[config.mk]
export PLATFORM = sky130hd
export DESIGN_NAME = clipped_glyph_blit_8x8_top
export DESIGN_NICKNAME = d
export VERILOG_FILES = /design/src/cgb_pkg.sv /design/src/cgb_front.sv /design/src/cgb_queue.sv /design/src/cgb_back.sv /design/src/clipped_glyph_blit_8x8_top.sv
export SDC_FILE = /design/constraint.sdc
export NUM_CORES = 2
export LEC_CHECK = 0
export ABC_CLOCK_PERIOD_IN_PS = 8000
export BUFFER_PORTS_ARGS = -buffer_cell sky130_fd_sc_hd__buf_2
export CAP_MARGIN = 5
export CORE_MARGIN = 1
export CORE_UTILIZATION = 30
export CTS_CLUSTER_SIZE = 16
export DETAILED_ROUTE_END_ITERATION = 6
export GPL_TIMING_DRIVEN = 0
export PLACE_DENSITY_LB_ADDON = 0.15
export RECOVER_POWER = 50
export SYNTH_ARGS = -nofsm -noshare
export SYNTH_HDL_FRONTEND = slang
export SYNTH_SLANG_ARGS = --single-unit
[constraint.sdc]
create_clock -name clk -period 8 [get_ports clk]
set_input_delay 0 -clock clk [delete_from_list [all_inputs] [get_ports clk]]
set_output_delay 0 -clock clk [all_outputs]
set_load 0.05 [all_outputs]
[src/cgb_pkg.sv]
// ----------------------------------------------------------------------------
// cgb_pkg: shared types and constants for the clipped 8x8 glyph blitter
// Request and result layouts, the queue entry passed from front to back end,
// configuration register indexes and reset values.
// ----------------------------------------------------------------------------
package cgb_pkg;

  localparam int GLYPH_DIM   = 8;
  localparam int GLYPH_PIX   = GLYPH_DIM * GLYPH_DIM;
  localparam int COL_W       = $clog2(GLYPH_DIM);
  localparam int COORD_W     = 16;
  localparam int COLOR_W     = 32;
  localparam int ADDR_W      = 24;
  localparam int DIM_W       = 13;
  localparam int MAX_WIDTH   = 4096;
  localparam int MAX_HEIGHT  = 4096;
  localparam int QUEUE_DEPTH = 2;
  localparam int CFG_IDX_W   = 2;

  localparam logic [CFG_IDX_W-1:0] REG_SCREEN_WIDTH  = CFG_IDX_W'(0);
  localparam logic [CFG_IDX_W-1:0] REG_SCREEN_HEIGHT = CFG_IDX_W'(1);

  localparam logic [DIM_W-1:0] RST_SCREEN_WIDTH  = DIM_W'(640);
  localparam logic [DIM_W-1:0] RST_SCREEN_HEIGHT = DIM_W'(480);

  typedef struct packed {
    logic [GLYPH_PIX-1:0]      glyph_bits;
    logic signed [COORD_W-1:0] origin_x;
    logic signed [COORD_W-1:0] origin_y;
    logic [COLOR_W-1:0]        draw_color;
  } cgb_in_t;

  typedef struct packed {
    logic [ADDR_W-1:0]  pixel_address;
    logic [COLOR_W-1:0] pixel_color;
    logic               last_write;
  } cgb_out_t;

  // Classified glyph: visible set pixels plus origin_y * width (mod 2^ADDR_W)
  typedef struct packed {
    logic [GLYPH_PIX-1:0]      pix_mask;
    logic [ADDR_W-1:0]         row_base;
    logic signed [COORD_W-1:0] origin_x;
    logic [COLOR_W-1:0]        draw_color;
  } cgb_entry_t;

endpackage

[src/cgb_front.sv]
// ----------------------------------------------------------------------------
// cgb_front: request intake and clipping
// Builds the mask of visible set pixels and the row base product, holds the
// result in one stage and hands it to the queue. Fully clipped glyphs drop.
// ----------------------------------------------------------------------------
module cgb_front (
  input  logic                         clk,
  input  logic                         rst_n,
  input  logic                         start,
  output logic                         busy,
  input  cgb_pkg::cgb_in_t             in_data,
  input  logic [cgb_pkg::DIM_W-1:0]    scr_width,
  input  logic [cgb_pkg::DIM_W-1:0]    scr_height,
  output logic                         q_push,
  output cgb_pkg::cgb_entry_t          q_entry,
  input  logic                         q_full
);
  import cgb_pkg::*;

  localparam int PX_W = COORD_W + 1;

  logic                  f_valid_r, f_valid_nxt;
  cgb_entry_t            f_entry_r, f_entry_nxt;
  logic [GLYPH_DIM-1:0]  col_vis, row_vis;
  logic [GLYPH_PIX-1:0]  vis_mask;
  logic signed [COORD_W+DIM_W:0] prod;
  logic                  accept, advance, mask_nz;

  always_comb begin
    logic [PX_W-1:0] px;
    logic [PX_W-1:0] py;
    for (int c = 0; c < GLYPH_DIM; c++) begin
      px = {in_data.origin_x[COORD_W-1], in_data.origin_x} + PX_W'(c);
      py = {in_data.origin_y[COORD_W-1], in_data.origin_y} + PX_W'(c);
      col_vis[c] = !px[PX_W-1] &&
                   (px[COORD_W-1:0] < {{(COORD_W-DIM_W){1'b0}}, scr_width});
      row_vis[c] = !py[PX_W-1] &&
                   (py[COORD_W-1:0] < {{(COORD_W-DIM_W){1'b0}}, scr_height});
    end
    for (int r = 0; r < GLYPH_DIM; r++) begin
      for (int c = 0; c < GLYPH_DIM; c++) begin
        vis_mask[r*GLYPH_DIM+c] = in_data.glyph_bits[r*GLYPH_DIM+c] &
                                  row_vis[r] & col_vis[c];
      end
    end
  end

  assign prod = in_data.origin_y * $signed({1'b0, scr_width});

  assign mask_nz = |f_entry_r.pix_mask;
  // Advance when the queue has room, or drop a glyph with nothing visible
  assign advance = f_valid_r && (!q_full || !mask_nz);
  assign busy    = f_valid_r && !advance;
  assign accept  = start && !busy;
  assign q_push  = f_valid_r && mask_nz && !q_full;
  assign q_entry = f_entry_r;

  always_comb begin
    f_valid_nxt = f_valid_r;
    f_entry_nxt = f_entry_r;
    if (accept) begin
      f_valid_nxt            = 1'b1;
      f_entry_nxt.pix_mask   = vis_mask;
      f_entry_nxt.row_base   = prod[ADDR_W-1:0];
      f_entry_nxt.origin_x   = in_data.origin_x;
      f_entry_nxt.draw_color = in_data.draw_color;
    end else if (advance) begin
      f_valid_nxt = 1'b0;
    end
  end

  always_ff @(posedge clk) begin
    if (!rst_n) begin
      f_valid_r <= 1'b0;
    end else begin
      f_valid_r <= f_valid_nxt;
    end
  end

  always_ff @(posedge clk) begin
    f_entry_r <= f_entry_nxt;
  end

endmodule

[src/cgb_queue.sv]
// ----------------------------------------------------------------------------
// cgb_queue: small FIFO between front and back end
// Holds classified glyphs so intake and pixel emission stall independently.
// ----------------------------------------------------------------------------
module cgb_queue #(
  parameter int DEPTH = cgb_pkg::QUEUE_DEPTH
) (
  input  logic                clk,
  input  logic                rst_n,
  input  logic                push,
  input  cgb_pkg::cgb_entry_t push_data,
  output logic                full,
  input  logic                pop,
  output cgb_pkg::cgb_entry_t pop_data,
  output logic                empty
);
  import cgb_pkg::*;

  localparam int PTR_W = $clog2(DEPTH);
  localparam int CNT_W = $clog2(DEPTH + 1);

  cgb_entry_t        mem_r [DEPTH];
  logic [PTR_W-1:0]  wr_ptr_r, wr_ptr_nxt;
  logic [PTR_W-1:0]  rd_ptr_r, rd_ptr_nxt;
  logic [CNT_W-1:0]  count_r, count_nxt;

  assign full     = (count_r == CNT_W'(DEPTH));
  assign empty    = (count_r == '0);
  assign pop_data = mem_r[rd_ptr_r];

  always_comb begin
    wr_ptr_nxt = wr_ptr_r;
    rd_ptr_nxt = rd_ptr_r;
    count_nxt  = count_r;
    if (push) begin
      wr_ptr_nxt = (wr_ptr_r == PTR_W'(DEPTH - 1)) ? '0 : wr_ptr_r + 1'b1;
    end
    if (pop) begin
      rd_ptr_nxt = (rd_ptr_r == PTR_W'(DEPTH - 1)) ? '0 : rd_ptr_r + 1'b1;
    end
    if (push && !pop) begin
      count_nxt = count_r + 1'b1;
    end else if (pop && !push) begin
      count_nxt = count_r - 1'b1;
    end
  end

  always_ff @(posedge clk) begin
    if (!rst_n) begin
      wr_ptr_r <= '0;
      rd_ptr_r <= '0;
      count_r  <= '0;
    end else begin
      wr_ptr_r <= wr_ptr_nxt;
      rd_ptr_r <= rd_ptr_nxt;
      count_r  <= count_nxt;
    end
  end

  always_ff @(posedge clk) begin
    if (push) begin
      mem_r[wr_ptr_r] <= push_data;
    end
  end

endmodule

[src/cgb_back.sv]
// ----------------------------------------------------------------------------
// cgb_back: pixel write sequencer
// Walks the visible mask one pixel a cycle in raster order and emits one
// registered write per set bit, marking the final one.
// ----------------------------------------------------------------------------
module cgb_back (
  input  logic                      clk,
  input  logic                      rst_n,
  input  logic                      q_empty,
  input  cgb_pkg::cgb_entry_t       q_data,
  output logic                      q_pop,
  input  logic [cgb_pkg::DIM_W-1:0] scr_width,
  output logic                      out_valid,
  output cgb_pkg::cgb_out_t         out_data
);
  import cgb_pkg::*;

  logic                  act_r, act_nxt;
  logic [GLYPH_PIX-1:0]  mask_r, mask_nxt;
  logic [ADDR_W-1:0]     base_r, base_nxt;
  logic [COL_W-1:0]      col_r, col_nxt;
  logic [COLOR_W-1:0]    color_r, color_nxt;
  logic                  out_valid_r, out_valid_nxt;
  cgb_out_t              out_data_r, out_data_nxt;
  logic                  rest_zero, load;

  // Nothing beyond the current position means this pixel closes the glyph
  assign rest_zero = (mask_r[GLYPH_PIX-1:1] == '0);
  assign load      = !q_empty && (!act_r || rest_zero);
  assign q_pop     = load;

  always_comb begin
    act_nxt       = act_r;
    mask_nxt      = mask_r;
    base_nxt      = base_r;
    col_nxt       = col_r;
    color_nxt     = color_r;
    out_valid_nxt = act_r && mask_r[0];
    out_data_nxt.pixel_address = base_r + {{(ADDR_W-COL_W){1'b0}}, col_r};
    out_data_nxt.pixel_color   = color_r;
    out_data_nxt.last_write    = rest_zero;
    if (load) begin
      act_nxt   = 1'b1;
      mask_nxt  = q_data.pix_mask;
      base_nxt  = q_data.row_base +
                  {{(ADDR_W-COORD_W){q_data.origin_x[COORD_W-1]}}, q_data.origin_x};
      col_nxt   = '0;
      color_nxt = q_data.draw_color;
    end else if (act_r) begin
      act_nxt  = !rest_zero;
      mask_nxt = mask_r >> 1;
      col_nxt  = col_r + 1'b1;
      if (col_r == COL_W'(GLYPH_DIM - 1)) begin
        base_nxt = base_r + {{(ADDR_W-DIM_W){1'b0}}, scr_width};
      end
    end
  end

  always_ff @(posedge clk) begin
    if (!rst_n) begin
      act_r       <= 1'b0;
      out_valid_r <= 1'b0;
    end else begin
      act_r       <= act_nxt;
      out_valid_r <= out_valid_nxt;
    end
  end

  always_ff @(posedge clk) begin
    mask_r     <= mask_nxt;
    base_r     <= base_nxt;
    col_r      <= col_nxt;
    color_r    <= color_nxt;
    out_data_r <= out_data_nxt;
  end

  assign out_valid = out_valid_r;
  assign out_data  = out_data_r;

endmodule

[src/clipped_glyph_blit_8x8_top.sv]
// ----------------------------------------------------------------------------
// clipped_glyph_blit_8x8_top: clipped 8x8 glyph blitter
// Turns one glyph bitmap, a signed screen origin and a color into framebuffer
// writes for every set pixel that lands inside the screen.
// ----------------------------------------------------------------------------
// Usage:
//   Request channel: drive start with in_data; the request is taken at a
//   clock edge where start is high and busy is low. busy rises only while the
//   intake stage holds a glyph that the queue cannot take yet.
//   Result channel: out_valid strobes for one cycle per pixel write, carrying
//   address (row * width + column), color and a last_write flag on the final
//   write of the glyph. Writes come out in raster order; the receiver cannot
//   stall, so every strobe must be taken.
//   Configuration: cfg_we with cfg_index 0 (screen width) or 1 (screen
//   height) writes cfg_wdata; other indexes are ignored. Values above the
//   maximum screen size saturate. Write only while the block is idle.
//   Path: a taken request is registered in the intake stage, written to the
//   queue, loaded into the back end and registered onto the result ports;
//   with the back end idle, positions scanned before the first visible one
//   delay the first write. The back end scans one position per cycle and
//   stops after the last visible pixel; a glyph with nothing visible gives
//   no writes and never reaches it. Requests keep flowing while the back end
//   works, until the queue and the intake stage are full.
//   Reset: clears the pipeline and queue and restores a 640 x 480 screen.
// ----------------------------------------------------------------------------
module clipped_glyph_blit_8x8_top #(
  parameter int QUEUE_DEPTH = cgb_pkg::QUEUE_DEPTH
) (
  input  logic                          clk,
  input  logic                          rst_n,
  input  logic                          start,
  output logic                          busy,
  input  cgb_pkg::cgb_in_t              in_data,
  input  logic                          cfg_we,
  input  logic [cgb_pkg::CFG_IDX_W-1:0] cfg_index,
  input  logic [cgb_pkg::DIM_W-1:0]     cfg_wdata,
  output logic                          out_valid,
  output cgb_pkg::cgb_out_t             out_data
);
  import cgb_pkg::*;

  logic [DIM_W-1:0] width_r, width_nxt;
  logic [DIM_W-1:0] height_r, height_nxt;
  logic [DIM_W-1:0] eff_width, eff_height;

  logic       q_push, q_full, q_pop, q_empty;
  cgb_entry_t q_push_data, q_pop_data;

  // Config register writes; unknown indexes drop
  always_comb begin
    width_nxt  = width_r;
    height_nxt = height_r;
    if (cfg_we) begin
      case (cfg_index)
        REG_SCREEN_WIDTH:  width_nxt  = cfg_wdata;
        REG_SCREEN_HEIGHT: height_nxt = cfg_wdata;
        default: ;
      endcase
    end
  end

  always_ff @(posedge clk) begin
    if (!rst_n) begin
      width_r  <= RST_SCREEN_WIDTH;
      height_r <= RST_SCREEN_HEIGHT;
    end else begin
      width_r  <= width_nxt;
      height_r <= height_nxt;
    end
  end

  // Saturate oversized screens for both clipping and stride
  assign eff_width  = (int'(width_r) > MAX_WIDTH) ? DIM_W'(MAX_WIDTH) : width_r;
  assign eff_height = (int'(height_r) > MAX_HEIGHT) ? DIM_W'(MAX_HEIGHT) : height_r;

  cgb_front u_front (
    .clk        (clk),
    .rst_n      (rst_n),
    .start      (start),
    .busy       (busy),
    .in_data    (in_data),
    .scr_width  (eff_width),
    .scr_height (eff_height),
    .q_push     (q_push),
    .q_entry    (q_push_data),
    .q_full     (q_full)
  );

  cgb_queue #(
    .DEPTH (QUEUE_DEPTH)
  ) u_queue (
    .clk       (clk),
    .rst_n     (rst_n),
    .push      (q_push),
    .push_data (q_push_data),
    .full      (q_full),
    .pop       (q_pop),
    .pop_data  (q_pop_data),
    .empty     (q_empty)
  );

  cgb_back u_back (
    .clk       (clk),
    .rst_n     (rst_n),
    .q_empty   (q_empty),
    .q_data    (q_pop_data),
    .q_pop     (q_pop),
    .scr_width (eff_width),
    .out_valid (out_valid),
    .out_data  (out_data)
  );

endmodule

* After elaboration in Yosys (flattened, before gate mapping) *
Memory sizes are Yosys's and may differ from the RTL's. A register that Yosys moved wholly into a read port is not among the register bits.
Cells that the tools add are included.

cells by class
  mux-type cells = 19
  add/sub/neg operators = 22
  $lt $le $gt $ge = 18
  bitwise operators = 128
  eq/ne operators = 3
  reductions and logical operators = 63
  $mul = 1

operators with widths
  cell                                                              count
  16-bit by 13-bit < comparator with 1-bit output                   16
  16-bit by 4-bit adder with 17-bit output (second input constant)  8
  1-bit AND                                                         128
  64-bit two-way mux                                                2
  24-bit two-way mux                                                3
  16-bit by 3-bit adder with 17-bit output (second input constant)  4
  64-bit OR reduction                                               1
  63-bit logical NOT                                                1
  16-bit by 2-bit adder with 17-bit output (second input constant)  2
  13-bit greater-than comparator (second input constant)            2
  13-bit two-way mux                                                2
  1-bit logical AND                                                 25
  1-bit logical NOT                                                 25
  24-bit by 13-bit adder with 24-bit output                         1
  24-bit adder                                                      1
  24-bit by 3-bit adder with 24-bit output                          1
  16-bit by 14-bit multiplier with 24-bit output                    1
  1-bit two-way mux                                                 10
  2-bit nonzero test                                                4
  2-bit AND reduction                                               3
  2-bit logical NOT                                                 2
  2-bit two-way mux                                                 2
  3-bit by 1-bit adder with 3-bit output (second input constant)    1
  3-bit == test (second input constant)                             1
  other kinds (6)                                                   8

word-level totals
  logic and storage cells = 274
  bits of input ports = 147
  memory bits (writable) = 272
  register bits = 349
  output and inout port bits = 59
  memories kept = 1

memory list
  memory         depth  bits a word  read ports  clocked after Yosys merged registers in  wr ports  line             RTL
  u_queue.mem_r  2      136          1           1                                        1         cgb_queue.sv:22  cgb_entry_t mem_r [DEPTH];

* Depth between registers and ports, before layout *
  depth after elaboration = 9
  gate-level depth with buffers = 25
  mapped depth without buffers = 24

* By module *
From an unflattened synthesis, not the netlist that was laid out.

second synthesis, totals
  cell total of the unflattened synthesis = 3346
  area, all modules = 38503.2 sq um

by module, submodules not included
  module                      cells each  instances  area each (sq um)  seq. area each (sq um)
  cgb_front                   1958        1          18491.5            4103.9
  cgb_queue                   445         1          10179.8            8267.9
  cgb_back                    811         1          8642.0             4844.6
  clipped_glyph_blit_8x8_top  132         1          1189.9             520.5

* Worst setup path before layout *
No wires, ideal clock.

  kind = register to register
  start point = register u_front.f_entry_r, in the netlist u_front.q_entry[72]
  end point = register u_front.f_entry_r, in the netlist u_front.q_entry[0] (enable)
  required time = 7.354 ns
  slack = -0.166 ns
  clock period less this slack = 8.166 ns
  cell stages (with the launch flop) = 6
  buffers on the path = 0
  library setup time = 0.646 ns
  arrival time = 7.520 ns
  cell sequence = edfxtp_1 -> nor4_1 -> nand4_1 -> o41ai_1 -> nor3b_1 -> nor2b_1

between the ends
  word-level cells in the longest chain between the ends = 8

RTL lines
  item                    line                              RTL
  from (decl)             cgb_front.sv:23                   cgb_entry_t f_entry_r, f_entry_nxt;
  from (signal assigned)  cgb_front.sv:81                   f_entry_r <= f_entry_nxt;
  64-bit OR reduction     cgb_front.sv:50                   assign mask_nz = |f_entry_r.pix_mask;
  1-bit logical NOT       cgb_front.sv:52                   assign advance = f_valid_r && (!q_full || !mask_nz);
  1-bit logical OR        cgb_front.sv:52
  1-bit logical AND       cgb_front.sv:52
  1-bit logical NOT       cgb_front.sv:53                   assign busy = f_valid_r && !advance;
  1-bit logical AND       cgb_front.sv:53
  net busy                clipped_glyph_blit_8x8_top.sv:32  output logic busy,
  1-bit logical NOT       cgb_front.sv:54                   assign accept = start && !busy;
  1-bit logical AND       cgb_front.sv:54
  net u_front.accept      cgb_front.sv:27                   logic accept, advance, mask_nz;

The timed path passes the listed nets, and every way through them passes these cells.
A chain may end at the register's enable or synchronous reset.

* Final worst setup path *
  start point = register width_r[12]
  end point = register u_front.f_entry_r, in the netlist u_front.q_entry[71] (data pin)

between the ends
  word-level cells in the longest chain between the ends = 3

RTL lines
  item                                              line                              RTL
  from (decl)                                       clipped_glyph_blit_8x8_top.sv:42  logic [DIM_W-1:0] width_r, width_nxt;
  from (signal assigned)                            clipped_glyph_blit_8x8_top.sv:67  width_r <= width_nxt;
  13-bit greater-than comparator                    clipped_glyph_blit_8x8_top.sv:73  assign eff_width = (int'(width_r) > MAX_WIDTH) ? DIM_W'(MAX_WIDTH) : width_r;
  13-bit two-way mux *                              clipped_glyph_blit_8x8_top.sv:73
  16-bit by 14-bit multiplier with 24-bit output *  cgb_front.sv:48                   assign prod = in_data.origin_y * $signed({1'b0, scr_width});
  net u_front.prod[23]                              cgb_front.sv:26                   logic signed [COORD_W+DIM_W:0] prod;

The timed path passes the listed nets; every way through them passes the cells marked *.

==> impl_metrics.prom <==
# TYPE chip_impl_metric gauge
chip_impl_info{name="synth.largest_area_cell",value="edfxtp_1"} 1
chip_impl_info{name="cp-startpoint",value="width_r[12]"} 1
chip_impl_info{name="path_cells",value="nor2b_1 > clkbuf_1 > inv_1 > nor2_1 > ha_1 > inv_1 > fa_1 > inv_1 > fa_1 > fa_1 > fa_1 > inv_1 > fa_1 > inv_1 > ha_1 > nand3_1 > a2111oi_0 > a211o_1 > o41ai_4 > o311a_1 > o21bai_1 > a21oi_1 > xnor2_1"} 1
chip_impl_metric{name="ys.warnings.count",unit=""} 0
chip_impl_metric{name="met1_usage",unit="%"} 23.7
chip_impl_metric{name="dp_slack",unit="ns"} -0.313
chip_impl_metric{name="portBuffers",unit=""} 204
chip_impl_metric{name="p_switching",unit="mW"} 4.26
chip_impl_metric{name="synth_top_area_share",unit="%"} 42.1
chip_impl_metric{name="synth_seq_area_share",unit="%"} 47.1
chip_impl_info{name="end_kind",value="register"} 1
chip_impl_metric{name="place_hpwl",unit="microns"} 84600
chip_impl_metric{name="timing_max_transition_violations_final",unit=""} 119
chip_impl_metric{name="final_setup_violating_endpoints",unit=""} 0
chip_impl_metric{name="total_wire_length",unit="microns"} 114000
chip_impl_metric{name="timing.final.crit_share",unit="%"} 97.7
chip_impl_metric{name="core_region_area",unit="sq mm"} 0.124
chip_impl_metric{name="p_int",unit="mW"} 7.73
chip_impl_metric{name="clock_latency",unit="ns"} 0.61
chip_impl_info{name="synthTopCellsByArea",value="edfxtp_1, ha_1, fa_1"} 1
chip_impl_info{name="timing.critical_path.slowest_stage_cell",value="clkbuf_1"} 1
chip_impl_metric{name="final.setup.worst_slack",unit="ns"} 0.180
chip_impl_metric{name="clk_pin_slew",unit="ns"} 0.06
chip_impl_info{name="critical_path_class",value="reg -> reg"} 1
chip_impl_metric{name="final_net_count",unit=""} 4346
chip_impl_info{name="cts_tree",value="yes"} 1
chip_impl_metric{name="globalRouteMet2Util",unit="%"} 30.5
chip_impl_metric{name="die_area",unit="sq mm"} 0.127
chip_impl_metric{name="filler_cell_count",unit=""} 12400
chip_impl_metric{name="antenna_left",unit=""} 0
chip_impl_metric{name="initial_utilization",unit="%"} 30.3
chip_impl_metric{name="hold_viol",unit=""} 0
chip_impl_metric{name="gate_count_post_synth",unit=""} 3292
chip_impl_metric{name="area_delta_synth_final",unit="%"} 18.8
chip_impl_metric{name="totalNegativeSetupSlack",unit="ns"} 0
chip_impl_info{name="rsz0062_at_grt",value="true"} 1
chip_impl_info{name="globalRoute.busiestLayer",value="met2"} 1
chip_impl_info{name="critical_path.top_delay_family",value="adder cells"} 1
chip_impl_metric{name="synth_seq_cells",unit=""} 622
chip_impl_metric{name="ir_drop",unit="uV"} 154
chip_impl_metric{name="transition_time_at_the_pin_with_the_least_slew_margin",unit="ns"} 2.90
chip_impl_info{name="root_buffer",value="clkbuf_16"} 1
chip_impl_metric{name="count_of_unresolved_drc_violations_after_routing",unit=""} 38
chip_impl_info{name="worst_hold_path_type",value="in -> reg"} 1
chip_impl_metric{name="grt_max_degree",unit=""} 65
chip_impl_metric{name="die_height",unit="microns"} 356
chip_impl_info{name="hold_path.startpoint",value="in_data[26]"} 1
chip_impl_metric{name="drt_iter0_markers",unit=""} 1585
chip_impl_metric{name="skew",unit="ns"} 0.0385
chip_impl_metric{name="synthesis.nets",unit=""} 3908
chip_impl_metric{name="arrival",unit="ns"} 8.16
chip_impl_metric{name="dr_total_vias",unit=""} 25800
chip_impl_metric{name="maxCapViolCount",unit=""} 3
chip_impl_metric{name="cts_buffer_depth",unit=""} 3
chip_impl_info{name="synthFlopType",value="edfxtp_1"} 1
chip_impl_metric{name="die_w",unit="microns"} 356
chip_impl_metric{name="synthesis.area",unit="sq mm"} 0.0377
chip_impl_metric{name="synth_cell_types",unit=""} 76
chip_impl_metric{name="gr-usage-met3",unit="%"} 1.74
chip_impl_metric{name="critical_path.n_buffers_inverters",unit=""} 6
chip_impl_metric{name="fmaxAchievable",unit="MHz"} 128
chip_impl_info{name="yosys-top-cells-count",value="edfxtp_1, nand2_1, ha_1"} 1
chip_impl_metric{name="p_comb_share",unit="%"} 33.6
chip_impl_metric{name="antenna_found_initial",unit=""} 8
chip_impl_info{name="crit-reg2reg-launch",value="width_r[12]"} 1
chip_impl_metric{name="drt_pre_antenna_iters",unit=""} 7
chip_impl_metric{name="clockPowerShare",unit="%"} 25.9
chip_impl_metric{name="worst_ep_required_time",unit="ns"} 8.34
chip_impl_metric{name="cts.htree.levels",unit=""} 3
chip_impl_metric{name="critPathMaxFanout",unit=""} 10
chip_impl_info{name="run_status",value="finished, violations left"} 1
chip_impl_metric{name="grt_pass1_vias",unit=""} 26300
chip_impl_metric{name="critical-path-max-stage-delay",unit="ns"} 0.66
chip_impl_metric{name="global_route.overflow_total",unit=""} 0
chip_impl_metric{name="place_congestion",unit=""} 0.871
chip_impl_metric{name="final.min_clock_period",unit="ns"} 7.82
chip_impl_info{name="post-synth-top-count-cell",value="edfxtp_1"} 1
chip_impl_metric{name="share_of_flip_flops_with_an_asynchronous_set_or_reset_after_synthesis",unit="%"} 0
chip_impl_metric{name="route.detailed.vias_per_inst",unit=""} 4.77
chip_impl_metric{name="maxSlewHeadroom",unit="%"} -93.4
chip_impl_metric{name="syn-mean-instance-area",unit="sq um"} 11.4
chip_impl_metric{name="share_seq_of_total_power",unit="%"} 40.5
chip_impl_metric{name="p_leak",unit="nW"} 17.9
chip_impl_metric{name="floorplan.rows",unit=""} 129
chip_impl_metric{name="clock-sinks",unit=""} 622
chip_impl_info{name="startpoint_type",value="register"} 1
chip_impl_metric{name="groute.usage.overall",unit="%"} 17.7
chip_impl_metric{name="cts-buffers-inserted",unit=""} 68
chip_impl_metric{name="power.density",unit="mW/mm^2"} 268
chip_impl_metric{name="layout-drive-gt1-share",unit="%"} 9.86
chip_impl_metric{name="power.switching_fraction",unit="%"} 35.5
chip_impl_metric{name="io_pins",unit=""} 206
chip_impl_metric{name="number_of_enable_type_register_cells_in_the_synthesized_netlist",unit=""} 528
chip_impl_metric{name="grt_pass1_wl",unit="microns"} 168000
chip_impl_info{name="failed_checks",value="DRC, capacitance limit, slew limit"} 1
chip_impl_metric{name="wire_per_inst",unit="microns"} 21.1
chip_impl_metric{name="hold_ws",unit="ns"} 0.0939
==> power groups by stage <==
stage | Sequential, mW | Combinational (mW) | Clock [mW]
after detailed placement | 4.91 | 4.05 | 0
after global routing | 4.94 | 4.47 | 3.33
after floorplan | 5.26 | 2.40 | 0
final | 4.86 | 4.02 | 3.11
after CTS | 4.85 | 4.13 | 3.21
after global placement | 4.98 | 3.99 | 0
==> kinds of logic (layout without fill, tap and decap cells) <==
group	Yosys count	after routing	synth area share, %
adder cells (fa/ha/maj)	469	469	18.8
other	0	2	0
AND/OR/NAND/NOR	952	952	12.4
AO/OA/AOI/OAI	442	442	7.48
buffers and inverters	403	893	4.11
multiplexers	147	147	4.14
flip-flops	622	622	47.1
XOR/XNOR	257	257	5.98
==> flip-flops by register name, indices dropped and copies added (netlist names), named ones only <==
register           cells
u_queue.rd_ptr_r       1
u_back.base_r         24
width_r               13
u_queue.count_r        2
u_queue.mem_r        272
height_r              13
u_queue.wr_ptr_r       1
u_back.color_r        32
u_front.q_entry      136
u_front.f_valid_r      1
u_back.act_r           1
u_back.out_valid       1
u_back.col_r           3
u_back.mask_r         64
u_back.out_data       57
==> cells in the final DEF (no fill, tap or decap), types with 11 or more instances in the layout <==
cell,instances
clkbuf_1,193
a21o_1,65
a21oi_1,108
o21ai_0,132
fa_1,164
clkinv_2,12
and3_1,80
mux2i_1,76
and2_1,80
nor3_1,48
o21bai_1,11
buf_1,15
ha_1,305
a21boi_0,25
nand3_1,62
edfxtp_1,528
inv_1,270
nand4_1,34
o21a_1,15
dlygate4sd3_1,142
mux2_2,70
nor2_1,178
nand2_1,327
nor4_1,41
buf_2,129
xnor2_1,152
dfxtp_1,93
nor2b_1,32
xor2_1,105
clkbuf_16,72
clkinv_1,13
a211oi_1,11
==> final timing paths <==
| path | endpoint | slack (ns) | depth (start not counted) |
|---|---|---|---|
| max reg2reg | u_front.q_entry[71] | 0.18 | 23 |
| min reg2reg | u_back.out_data[30] | 0.33 | 0 |
| min | u_front.q_entry[26] | 0.09 | 2 |
| max | u_front.q_entry[71] | 0.18 | 23 |
==> through the flow <==
step	power, mW	util, %	std cells	cell area [sq um]
floorplan	7.66	-	3292	37700
global placement	8.97	32.8	5133	40700
detailed placement	8.97	33.2	5154	41200
CTS	12.2	36.2	5419	44900
global route	12.7	36.1	5419	44800
finish	12.0	36.1	5421	44800
==> layer usage <==
layer  wire length, microns  share of wire, %
met5                      9            0.0079
met4                   2570               2.2
met3                   4050               3.5
met2                  55500                49
met1                  52100                46
==> area by class of cell <==
type | instances | area (sq um) | area share [%]
Antenna cell | 2 | 5.00 | 0.0112
Buffer | 127 | 515 | 1.15
Clock buffer | 91 | 1920 | 4.30
Clock inverter | 31 | 284 | 0.635
Inverter | 276 | 1040 | 2.32
Multi-Input combinational cell | 2267 | 18400 | 41.2
Sequential cell | 622 | 17700 | 39.6
Tap cell | 1637 | 2050 | 4.58
Timing Repair Buffer | 368 | 2760 | 6.17
==> timing repair <==
item                                   CTS  global route
buffers inserted                         1             0
endpoints found under the hold margin  147             0
setup endpoints to repair                5             3
resized for setup                        3             4
pin swaps                                0             0
hold buffers                           142             0
No activity file was read; power rests on OpenSTA's default activity.
